**config.mk**
```make
export PLATFORM = sky130hd
export DESIGN_NAME = exponential_chirp_generator
export DESIGN_NICKNAME = d
export VERILOG_FILES = /design/src/sv/ecg_pkg.sv /design/src/sv/ecg_serial_mul.sv /design/src/sv/exponential_chirp_generator.sv
export SDC_FILE = /design/constraint.sdc
export NUM_CORES = 2
export LEC_CHECK = 0
export ABC_AREA = 1
export BUFFER_PORTS_ARGS = -buffer_cell sky130_fd_sc_hd__buf_2
export CAP_MARGIN = 25
export CORE_ASPECT_RATIO = 1.4
export CORE_MARGIN = 3
export CORE_UTILIZATION = 47
export CTS_BUF_LIST = sky130_fd_sc_hd__clkbuf_16
export DETAILED_ROUTE_END_ITERATION = 10
export PLACE_DENSITY = 0.71
export SLEW_MARGIN = 40
export SYNTH_ARGS = -nofsm -noshare
export SYNTH_HDL_FRONTEND = slang
export SYNTH_SLANG_ARGS = --single-unit
export TNS_END_PERCENT = 30
```
**constraint.sdc**
```tcl
create_clock -name clock -period 6.8 [get_ports clock]
set_input_delay 0.68 -clock clock [delete_from_list [all_inputs] [get_ports clock]]
set_output_delay 0.68 -clock clock [all_outputs]
set_load 0.02 [all_outputs]
```
**src/sv/ecg_pkg.sv**
```systemverilog
// package with widths, register indexes and the quarter-wave sine table function
`default_nettype none
package ecg_pkg;
   localparam int SineTableBitsDefault = 10;
   localparam int FreqWidth = 32;
   localparam int OutWidth = 16;
   localparam int IndexWidth = 24;
   localparam int LengthWidth = 25;
   localparam int CsrIndexWidth = 2;
   localparam int CsrDataWidth = 32;

   localparam logic [CsrIndexWidth-1:0] CSR_START_FREQ   = 2'd0;
   localparam logic [CsrIndexWidth-1:0] CSR_GROWTH_RATIO = 2'd1;
   localparam logic [CsrIndexWidth-1:0] CSR_PHASE_GAIN   = 2'd2;
   localparam logic [CsrIndexWidth-1:0] CSR_SWEEP_LENGTH = 2'd3;

   localparam logic [31:0] START_FREQ_RESET   = 32'd65536;
   localparam logic [31:0] GROWTH_RATIO_RESET = 32'd1073741824;
   localparam logic [31:0] PHASE_GAIN_RESET   = 32'd16777216;
   localparam logic [24:0] SWEEP_LENGTH_RESET = 25'd1024;

   typedef enum logic [1:0] {
      ST_IDLE,
      ST_MUL,
      ST_DONE
   } state_type;

   // quarter-wave sine entry, series in q30 with truncation, evaluated at elaboration
   function automatic logic [15:0] quarter_sine(input int unsigned i, input int unsigned quarter);
      logic [63:0] x;
      logic [63:0] x2;
      logic [63:0] term;
      logic [63:0] pos;
      logic [63:0] neg;
      logic [63:0] s;
      logic [63:0] v;
      x = (64'd1686629713 * 64'(i)) / 64'(quarter);
      x2 = (x * x) >> 30;
      term = x;
      pos = x;
      neg = 64'd0;
      for (int k = 1; k <= 5; k++) begin
         term = ((term * x2) >> 30) / 64'((2 * k) * (2 * k + 1));
         if ((k % 2) == 1) neg = neg + term;
         else pos = pos + term;
      end
      s = (pos > neg) ? pos - neg : 64'd0;
      v = (s * 64'd32767 + (64'd1 << 29)) >> 30;
      if (v > 64'd32767) v = 64'd32767;
      return v[15:0];
   endfunction
endpackage
`default_nettype wire

```
**src/sv/ecg_serial_mul.sv**
```systemverilog
// bit-serial two's-complement signed multiplier, one multiplier bit a cycle
`default_nettype none
module ecg_serial_mul #(
   parameter int AWidth = 33,
   parameter int BWidth = 33
) (
   input  wire logic                      clock,
   input  wire logic                      reset,
   input  wire logic                      start,
   input  wire logic [AWidth-1:0]         a,
   input  wire logic [BWidth-1:0]         b,
   output logic                           done,
   output logic [AWidth+BWidth-1:0]       product
);
   localparam int PWidth = AWidth + BWidth;
   localparam int CntWidth = $clog2(BWidth + 1);

   logic [PWidth-1:0]   acc_ff, acc_in;
   logic [PWidth-1:0]   mcand_ff, mcand_in;
   logic [BWidth-1:0]   mplier_ff, mplier_in;
   logic [CntWidth-1:0] cnt_ff, cnt_in;
   logic                busy_ff, busy_in;
   logic                done_ff, done_in;

   always_comb begin
      acc_in = acc_ff;
      mcand_in = mcand_ff;
      mplier_in = mplier_ff;
      cnt_in = cnt_ff;
      busy_in = busy_ff;
      done_in = 1'b0;
      if (start) begin
         acc_in = '0;
         mcand_in = PWidth'(signed'(a));
         mplier_in = b;
         cnt_in = '0;
         busy_in = 1'b1;
      end else if (busy_ff) begin
         // two's complement: top multiplier bit carries negative weight
         if (mplier_ff[0]) begin
            if (cnt_ff == CntWidth'(BWidth - 1)) acc_in = acc_ff - mcand_ff;
            else acc_in = acc_ff + mcand_ff;
         end
         mcand_in = mcand_ff << 1;
         mplier_in = mplier_ff >> 1;
         cnt_in = cnt_ff + 1'b1;
         if (cnt_ff == CntWidth'(BWidth - 1)) begin
            busy_in = 1'b0;
            done_in = 1'b1;
         end
      end
   end

   always_ff @(posedge clock) begin
      acc_ff <= acc_in;
      mcand_ff <= mcand_in;
      mplier_ff <= mplier_in;
      cnt_ff <= cnt_in;
      if (reset) begin
         busy_ff <= 1'b0;
         done_ff <= 1'b0;
      end else begin
         busy_ff <= busy_in;
         done_ff <= done_in;
      end
   end

   assign done = done_ff;
   assign product = acc_ff;
endmodule
`default_nettype wire

```
**src/sv/exponential_chirp_generator.sv**
```systemverilog
// top level of the exponential sine-sweep generator
`default_nettype none
// channel  direction  ports
// req      in         req_valid, req_stall, req_restart
// rsp      out        rsp_valid, rsp_stall, rsp_excitation, rsp_phase_turns,
//                     rsp_frequency, rsp_end_of_sweep
// csr      in         csr_write, csr_index, csr_data
// each sample takes two passes of a 33-bit serial multiplier (phase product, then
// next frequency), one bit per cycle, before the next transfer is taken; the result is
// registered to the outputs after both passes once the output is free; req_stall is high until then
// a sample waits in the output register while the next transfer is taken
// reset is synchronous and restores registers, frequency and index
module exponential_chirp_generator
   import ecg_pkg::*;
#(
   parameter int SineTableBits = ecg_pkg::SineTableBitsDefault
) (
   input  wire logic                                clock,
   input  wire logic                                reset,
   input  wire logic                                req_valid,
   output logic                                     req_stall,
   input  wire logic                                req_restart,
   output logic                                     rsp_valid,
   input  wire logic                                rsp_stall,
   output logic signed [ecg_pkg::OutWidth-1:0]      rsp_excitation,
   output logic [ecg_pkg::OutWidth-1:0]             rsp_phase_turns,
   output logic [ecg_pkg::FreqWidth-1:0]            rsp_frequency,
   output logic                                     rsp_end_of_sweep,
   input  wire logic                                csr_write,
   input  wire logic [ecg_pkg::CsrIndexWidth-1:0]   csr_index,
   input  wire logic [ecg_pkg::CsrDataWidth-1:0]    csr_data
);
   import ecg_pkg::*;

   localparam int Quarter = 1 << (SineTableBits - 2);
   localparam int OffWidth = SineTableBits - 2;

   function automatic logic [15:0] tab_entry(input logic [OffWidth:0] idx);
      logic [15:0] r;
      r = '0;
      for (int i = 0; i <= Quarter; i++)
         if (idx == (OffWidth + 1)'(i)) r = quarter_sine(i, Quarter);
      return r;
   endfunction

   logic [31:0] start_freq_ff, growth_ratio_ff, phase_gain_ff;
   logic [24:0] sweep_length_ff;
   logic [31:0] cur_freq_ff, cur_freq_in;
   logic [23:0] index_ff, index_in;
   state_type   state_ff, state_in;
   logic        pass_ff, pass_in;
   logic        rsp_valid_ff;
   logic [15:0] exc_ff, phase_ff;
   logic [31:0] freq_ff;
   logic        eos_ff;
   logic [15:0] phase_hold_ff, phase_hold_in;
   logic        eos_hold_ff, eos_hold_in;
   logic [31:0] next_freq_ff;
   logic [15:0] exc_out_ff;

   logic        mul_start;
   logic [32:0] mul_a, mul_b;
   logic        mul_done;
   logic [65:0] mul_p;

   ecg_serial_mul #(.AWidth(33), .BWidth(33)) u_mul (
      .clock(clock), .reset(reset), .start(mul_start),
      .a(mul_a), .b(mul_b), .done(mul_done), .product(mul_p)
   );

   logic        req_xfer, out_free;
   logic [31:0] eff_freq;
   logic [23:0] eff_index;
   logic [24:0] last;
   logic [SineTableBits-1:0] top;
   logic [OffWidth-1:0]      off;
   logic [15:0]              mag, sine;
   logic [33:0]              next_wide;
   logic [31:0]              next_freq;

   assign out_free = !rsp_valid_ff || !rsp_stall;
   assign req_stall = (state_ff != ST_IDLE);
   assign req_xfer = req_valid && !req_stall;
   assign eff_freq = req_restart ? start_freq_ff : cur_freq_ff;
   assign eff_index = req_restart ? '0 : index_ff;
   assign last = sweep_length_ff - 25'd1;

   assign top = mul_p[39:40-SineTableBits];
   assign off = top[OffWidth-1:0];
   assign mag = top[OffWidth] ? tab_entry((OffWidth + 1)'(Quarter) - {1'b0, off})
                              : tab_entry({1'b0, off});
   assign sine = top[OffWidth+1] ? 16'(-mag) : mag;
   assign next_wide = 34'((mul_p[63:0] + 64'd536870912) >> 30);
   assign next_freq = (next_wide[33:32] != 2'b00) ? 32'hFFFF_FFFF : next_wide[31:0];

   always_comb begin
      state_in = state_ff;
      case (state_ff)
         ST_IDLE: if (req_xfer) state_in = ST_MUL;
         ST_MUL:  if (mul_done && pass_ff) state_in = ST_DONE;
         ST_DONE: if (out_free) state_in = ST_IDLE;
         default: state_in = ST_IDLE;
      endcase
   end

   always_comb begin
      mul_start = 1'b0;
      mul_a = '0;
      mul_b = '0;
      pass_in = pass_ff;
      cur_freq_in = cur_freq_ff;
      index_in = index_ff;
      phase_hold_in = phase_hold_ff;
      eos_hold_in = eos_hold_ff;
      case (state_ff)
         ST_IDLE: begin
            if (req_xfer) begin
               mul_start = 1'b1;
               mul_a = {1'b0, eff_freq} - {1'b0, start_freq_ff};
               mul_b = {phase_gain_ff[31], phase_gain_ff};
               pass_in = 1'b0;
               cur_freq_in = eff_freq;
               index_in = eff_index;
               eos_hold_in = ({1'b0, eff_index} == last);
            end
         end
         ST_MUL: begin
            if (mul_done && !pass_ff) begin
               phase_hold_in = mul_p[39:24];
               mul_start = 1'b1;
               mul_a = {1'b0, cur_freq_ff};
               mul_b = {1'b0, growth_ratio_ff};
               pass_in = 1'b1;
            end
         end
         ST_DONE: begin
            if (out_free) begin
               cur_freq_in = next_freq_ff;
               index_in = index_ff + 24'd1;
            end
         end
         default: ;
      endcase
   end

   always_ff @(posedge clock) begin
      phase_hold_ff <= phase_hold_in;
      eos_hold_ff <= eos_hold_in;
      pass_ff <= pass_in;
      if (reset) begin
         state_ff <= ST_IDLE;
         rsp_valid_ff <= 1'b0;
         start_freq_ff <= START_FREQ_RESET;
         growth_ratio_ff <= GROWTH_RATIO_RESET;
         phase_gain_ff <= PHASE_GAIN_RESET;
         sweep_length_ff <= SWEEP_LENGTH_RESET;
         cur_freq_ff <= START_FREQ_RESET;
         index_ff <= '0;
      end else begin
         state_ff <= state_in;
         cur_freq_ff <= cur_freq_in;
         index_ff <= index_in;
         if (csr_write) begin
            case (csr_index)
               CSR_START_FREQ:   start_freq_ff <= csr_data;
               CSR_GROWTH_RATIO: growth_ratio_ff <= csr_data;
               CSR_PHASE_GAIN:   phase_gain_ff <= csr_data;
               CSR_SWEEP_LENGTH: sweep_length_ff <= csr_data[24:0];
               default: ;
            endcase
         end
         if (state_ff == ST_DONE && out_free) rsp_valid_ff <= 1'b1;
         else if (rsp_valid_ff && !rsp_stall) rsp_valid_ff <= 1'b0;
         if (state_ff == ST_MUL && mul_done && !pass_ff) begin
            exc_ff <= sine;
         end
         if (state_ff == ST_DONE && out_free) begin
            phase_ff <= phase_hold_ff;
            freq_ff <= cur_freq_ff;
            eos_ff <= eos_hold_ff;
         end
         if (state_ff == ST_MUL && mul_done && pass_ff) next_freq_ff <= next_freq;
      end
   end

   always_ff @(posedge clock) begin
      if (state_ff == ST_DONE && out_free) exc_out_ff <= exc_ff;
   end

   assign rsp_valid = rsp_valid_ff;
   assign rsp_excitation = exc_out_ff;
   assign rsp_phase_turns = phase_ff;
   assign rsp_frequency = freq_ff;
   assign rsp_end_of_sweep = eos_ff;
endmodule
`default_nettype wire

```
Word-level counts from Yosys, hierarchy flattened. Index checks and enable logic that the tools add are counted.

Bits in registers: 484. Bits of input ports: 40. Output and inout bits: 67.

$add $sub $neg: 2637. Multipliers: 513. Order comparisons: 1026. Equality and inequality tests: 522. Muxes and demuxes: 4202. Bitwise operators: 2. Reduce and logical (&&, ||, !) cells: 37.

Operators with widths (number): $mux 64 (3139); $add 64x30->64 const B (514); $gt 64x64->1 (513); $mul 64x15->64 const B (513); $sub 64x64->64 (513); $gt 34x15->1 const B (513); $mux 16 (1028); $add 64x17->64 const B (88); $add 64x22->64 const B (86); $add 64x12->64 const B (81); $add 64x11->64 const B (76); $add 64x16->64 const B (74); $add 64x21->64 const B (72); $add 64x10->64 const B (68); $add 64x15->64 const B (68); $add 64x20->64 const B (66); $add 64x18->64 const B (65); $add 64x8->64 const B (64); $add 64x9->64 const B (64); $add 64x14->64 const B (62); $add 64x26->64 const B (62); $add 64x19->64 const B (60); $add 64x13->64 const B (58); $add 64x25->64 const B (56); other kinds (62) (1036).

Longest topological paths before layout.
Depth in word-level cells: 269. Gate-level depth with buffers: 61. Gate-level depth less buffers: 60.

By module. From an unflattened synthesis, not the netlist that was laid out.

Cells, all modules: 6401. Area, all modules: 39655.5 um^2.

By module, submodules not included: exponential_chirp_generator (instances 1, cells an instance 4052, area an instance 25170.4 um^2); ecg_serial_mul (instances 1, cells an instance 2349, area an instance 14485.1 um^2).

Least setup slack after synthesis. No wires, ideal clock.

Path kind: input port to flip-flop. From: input port req_restart. To: register u_mul.mcand_ff[35] (data pin). Data arrival time: 5.856 ns. Data required time: 6.532 ns. Slack: 0.676 ns. Stages: 42. Path buffers: 3. Cells stage by stage: clkinv_1 > clkbuf_1 > clkbuf_1 > o21ai_0 > ha_1 > inv_1 > fa_1 > inv_1 > o31ai_1 > inv_1 > nor2_1 > nor2_1 > nor2_1 > nor2_1 > o21ai_0 > inv_1 > nor2_1 > nor2_1 > [... 6 more ...] > nor2_1 > inv_1 > a21oi_1 > o21ai_0 > a21oi_1 > or2_2 > nand2_1 > a21oi_1 > or2_2 > nand2_1 > a21oi_1 > o21ai_0 > inv_1 > nor2_1 > nand3_1 > nand3_1 > clkbuf_1 > nand2_1.

Cells in the longest elaborated chain, start to end: 5.

Ends and longest elaborated chain: start: declaration (RTL line exponential_chirp_generator.sv:22) `input wire logic req_restart,`; $mux 32; $sub 32x32->33; $mux 33; $pmux 33 s2; $mux 66; net u_mul.mcand_in[35] (RTL line ecg_serial_mul.sv:19) `logic [PWidth-1:0] mcand_ff, mcand_in;`; end signal: assignment (RTL line ecg_serial_mul.sv:56) `mcand_ff <= mcand_in;`; end: declaration (RTL line ecg_serial_mul.sv:19).

The timed path passes the listed nets, and every way through them passes these cells. A chain may end at the register's enable or synchronous reset.

Worst setup path in the final report.
From: register u_mul.acc_ff[31], in the netlist u_mul.product[31]. To: register exc_ff[14] (data pin).

Cells in the longest elaborated chain, start to end: 262. Elaborated cells between the ends (all ways): 1030. Those cells by class: 2 x add/sub; 511 x eq/ne; 515 x mux; 2 x reduce/logical.

Ends and longest elaborated chain: start: declaration (RTL line ecg_serial_mul.sv:18) `logic [PWidth-1:0] acc_ff, acc_in;`; start signal: assignment (RTL line ecg_serial_mul.sv:55) `acc_ff <= acc_in;`; $sub 9x8->9; $logic_not 9->1; $mux 16 (257 in a row); $mux 16 (*); $neg 16->16; $mux 16 (*); net sine[14] (RTL line exponential_chirp_generator.sv:77) `logic [15:0] mag, sine;`; end signal: assignment (RTL line exponential_chirp_generator.sv:175) `exc_ff <= sine;`; end: declaration (RTL line exponential_chirp_generator.sv:53) `logic [15:0] exc_ff, phase_ff;`.

Mark *: on every way through the listed nets, which the timed path passes. The rest lies on a longest branch.

==> run_results.csv <==
group,metric,value,unit
detailed_routing,wirelength,161100,um
synthesis,synth-async-reset-ratio,0,%
timing,fmax,138.0,MHz
synthesis,syn-cell-area,0.03570,mm^2
worst_hold_path,hold_depth,3,
timing,fin_skew,35.51,ps
setup_path,critical_path_class,"reg2reg",
detailed_routing,drtIter0Drc,3812,
setup_path,cp_data_required_time,7180,ps
synthesis,synth_cell_type_count,75,
timing,hold_viol_final,0,
finish,diodes,0,
synthesis,netlist_instances,5341,
synthesis,synthFlopType,"dfxtp_1",
synthesis,synth_edf_count,228,
setup_path,cp-start-kind,"flop",
setup_path,critPathCaptureType,"flop",
setup_path,critPathMaxStageDelay,370,ps
power_and_ir_drop,power_density,240.6,mW/mm^2
grt,antenna_found_initial,1,
floorplanning,die_height,332.1,um
timing,period_share,106.6,%
setup_path,crit_fanout,5,
placed_design,gp_congestion,1.099,
clocking,clkLatencyLatePin,630,ps
setup_path,ff2ff_setup_slack,-450,ps
clocking,cts-root-buf,"clkbuf_16",
floorplanning,row_count,118,
finish,num-fill-cells,7065,
grt,overflow,0,
finish,seqCellArea,0.01191,mm^2
clocking,clk_pin_slew,60,ps
power_and_ir_drop,p_seq_share,32.9,%
timing,setup_viol,16,
power_and_ir_drop,clockPowerShare,24.1,%
floorplanning,num_io_pins,107,
placed_design,portBuffers,106,
grt,grt_pass1_wl,237000,um
floorplanning,fp.dieArea,0.07935,mm^2
worst_hold_path,worstHoldEndpoint,"growth_ratio_ff[29]",
floorplanning,core_area,0.07456,mm^2
finish,fin_util,60.14,%
synthesis,synth_top_family_by_area,"simple AND/OR/NAND/NOR gates",
floorplanning,start_util,47.88,%
setup_path,rr_startpoint,"u_mul.product[31]",
worst_hold_path,min_from,"csr_data[29]",
detailed_routing,vias,41091,
run_status,violations,"negative setup slack",
power_and_ir_drop,p_sw,4.365,mW
floorplanning,die_width,238.9,um
power_and_ir_drop,swShare,40.47,%
synthesis,synth_xor_area_share,4.097,%
timing,relSlewSlack,39.51,%
setup_path,arrival,7630,ps
detailed_routing,ant_nets,0,
power_and_ir_drop,ir_drop,225.9,uV
synthesis,synthMuxAreaShare,0,%
worst_hold_path,hold_class,"in2reg",
synthesis,yosysWarningCount,0,
setup_path,crit_path_top_delay_cell,"dfxtp_4",
placed_design,dp_slack,-784.1,ps
detailed_routing,wire_per_inst,22.84,um
synthesis,synth_simple_gate_area_share,34.34,%
timing,finalCriticalPeriod,7247,ps
grt,first_global_vias,40792,
power_and_ir_drop,p_leak,21.99,nW
grt,grt_usage,39.17,%
grt,grt_max_degree,77,
finish,most-common-layout-cells,"1,120 x nor2_1, 788 x inv_1, 706 x buf_4",
finish,drive_gt1_share,21.41,%
placed_design,dpl.hpwl,123800,um
detailed_routing,drt-vias-per-instance,5.825,
finish,syn_to_final_growth,25.61,%
clocking,clock_path_buffers,3,
synthesis,syn_area_per_cell,6.684,um^2
finish,multi_input_area,0.02085,mm^2
clocking,cts_tree,"done",
run_status,status,"finished with violations",
synthesis,synth_adder_area_share,3.687,%
clocking,htreeDepth,2,
synthesis,synth_compound_area_share,13.28,%
finish,final_area,0.04484,mm^2
timing,worst_slack,-446.7,ps
synthesis,yosysSeqAreaShare,33.31,%
setup_path,reg2regPathDepth,51,
setup_path,cp_common_cell,"nand4_1",
synthesis,synth_fp_nets,5485,
timing,tightest_slew,897.9,ps
power_and_ir_drop,p_int,6.422,mW
flow_run,drv_cap,0,
timing,grt_setup_unrepaired,"true",
timing,maxSlewViolCount,0,
finish,final_nets,6197,
setup_path,timing.rr.end,"exc_ff[14]",
placed_design,placed_cell_area,0.04187,mm^2
finish,layout_commonest_cell,"nor2_1",
power_and_ir_drop,power_frac_comb,42.9,%
detailed_routing,post-route-drc-count,0,
synthesis,ys_ff_latch,480,
clocking,cts.sinks,480,
clocking,cts_buffers,50,
detailed_routing,firstDrtPassIters,6,
[worst max-delay path: cells and delay by family, from the launching register on]
kind	cells	cell delay, ps
compound gates	1	200
buf+inv	9	1030
flops	1	370
simple gates	41	5360
[per-layer routing]
layer,GRT usage [%],part of all wire (%),up-vias,wire length (um)
li1,-,-,19214,-
met1,39.90,33,18979,53620
met2,67.16,47,2049,76110
met3,6.047,7.1,849,11470
met4,38.30,12,0,19950
met5,0,0,-,0
[synth_stat cells, drive strengths merged (9+ instances only)]
cell,count,area (um^2)
nor2,1200,4602
inv,836,3146
nand2,722,2848
o21ai,402,2095
nand4,274,1714
dfxtp,252,5045
edfxtp,228,6847
a21oi,223,1165
nand3,208,1046
nor3,199,1066
xor2,128,1121
clkbuf,127,496.7
nor4,113,763.2
ha,102,1276
buf,47,306.5
a31oi,42,262.8
xnor2,39,341.6
o211ai,36,270.3
a22oi,34,255.2
clkinv,16,67.57
o221ai,12,105.1
or2,12,75.08
o21a,11,100.1
nand3b,9,67.56
[power groups by stage]
| stage | combinational [mW] | clock (mW) | sequential [mW] |
|---|---|---|---|
| final | 4.63 | 2.60 | 3.55 |
| after global routing | 4.95 | 2.75 | 3.58 |
| after CTS | 4.31 | 2.63 | 3.53 |
| after detailed placement | 4.19 | 0 | 3.59 |
| after global placement | 4.18 | 0 | 3.58 |
| after floorplan | 2.47 | 0 | 3.53 |
[what timing repair did]
item | 4_1_cts | 5_1_grt
cloned | 0 | 0
pin swaps | 33 | 58
hold buffers | 0 | 0
endpoints found under the hold margin | 0 | 0
setup endpoints to repair | 25 | 69
resized for setup | 101 | 175
buffers inserted | 10 | 40
[cells by family after synthesis]
kind of cell             count (synthesis)
buffers and inverters                 1027
XOR/XNOR                               167
AO/OA/AOI/OAI                          815
AND/OR/NAND/NOR                       2748
adder cells (fa/ha/maj)                104
flip-flops                             480
[sequential cells by signal, indices dropped and copies added, names as in the netlist, 2 cells and up]
register         cells
u_mul.mcand_ff      64
u_mul.product       64
u_mul.mplier_ff     33
cur_freq_ff         32
growth_ratio_ff     32
next_freq_ff        32
phase_gain_ff       32
rsp_frequency       32
start_freq_ff       32
sweep_length_ff     25
index_ff            24
exc_ff              16
phase_hold_ff       16
rsp_excitation      16
rsp_phase_turns     16
u_mul.cnt_ff         6
state_ff             2
[stage by stage]
step                setup TNS (ps)  hold slack [ps]  instances  total power [mW]
floorplan                        0            400.3       5341             5.991
detailed placement          -10300            405.4       6912             7.777
global placement             -9413            403.4       6911             7.756
finish                       -4384            326.9       7054             10.79
CTS                          -2885            316.2       7014             10.48
global route                -14520            353.8       7054             11.27
[area by class of cell]
| class | instances | share of cell area (%) |
|---|---|---|
| clock inverter | 42 | 0.4939 |
| multi-input combinational | 3834 | 46.49 |
| inverter | 852 | 7.207 |
| timing repair buffer | 835 | 13.72 |
| sequential | 480 | 26.56 |
| tap | 960 | 2.679 |
| clock buffer | 51 | 2.846 |
[worst max-delay path by stage]
stage                       from                  to  slack (ps)
2_1_floorplan        req_restart  u_mul.mcand_ff[35]         680
3_3_place_gp   u_mul.product[31]           exc_ff[8]        -860
3_5_place_dp   u_mul.product[31]          exc_ff[14]        -780
4_1_cts        u_mul.product[32]          exc_ff[14]        -320
5_1_grt        u_mul.product[30]          exc_ff[14]        -890
6_report       u_mul.product[31]          exc_ff[14]        -450
Power figures use the tool's default switching activity.
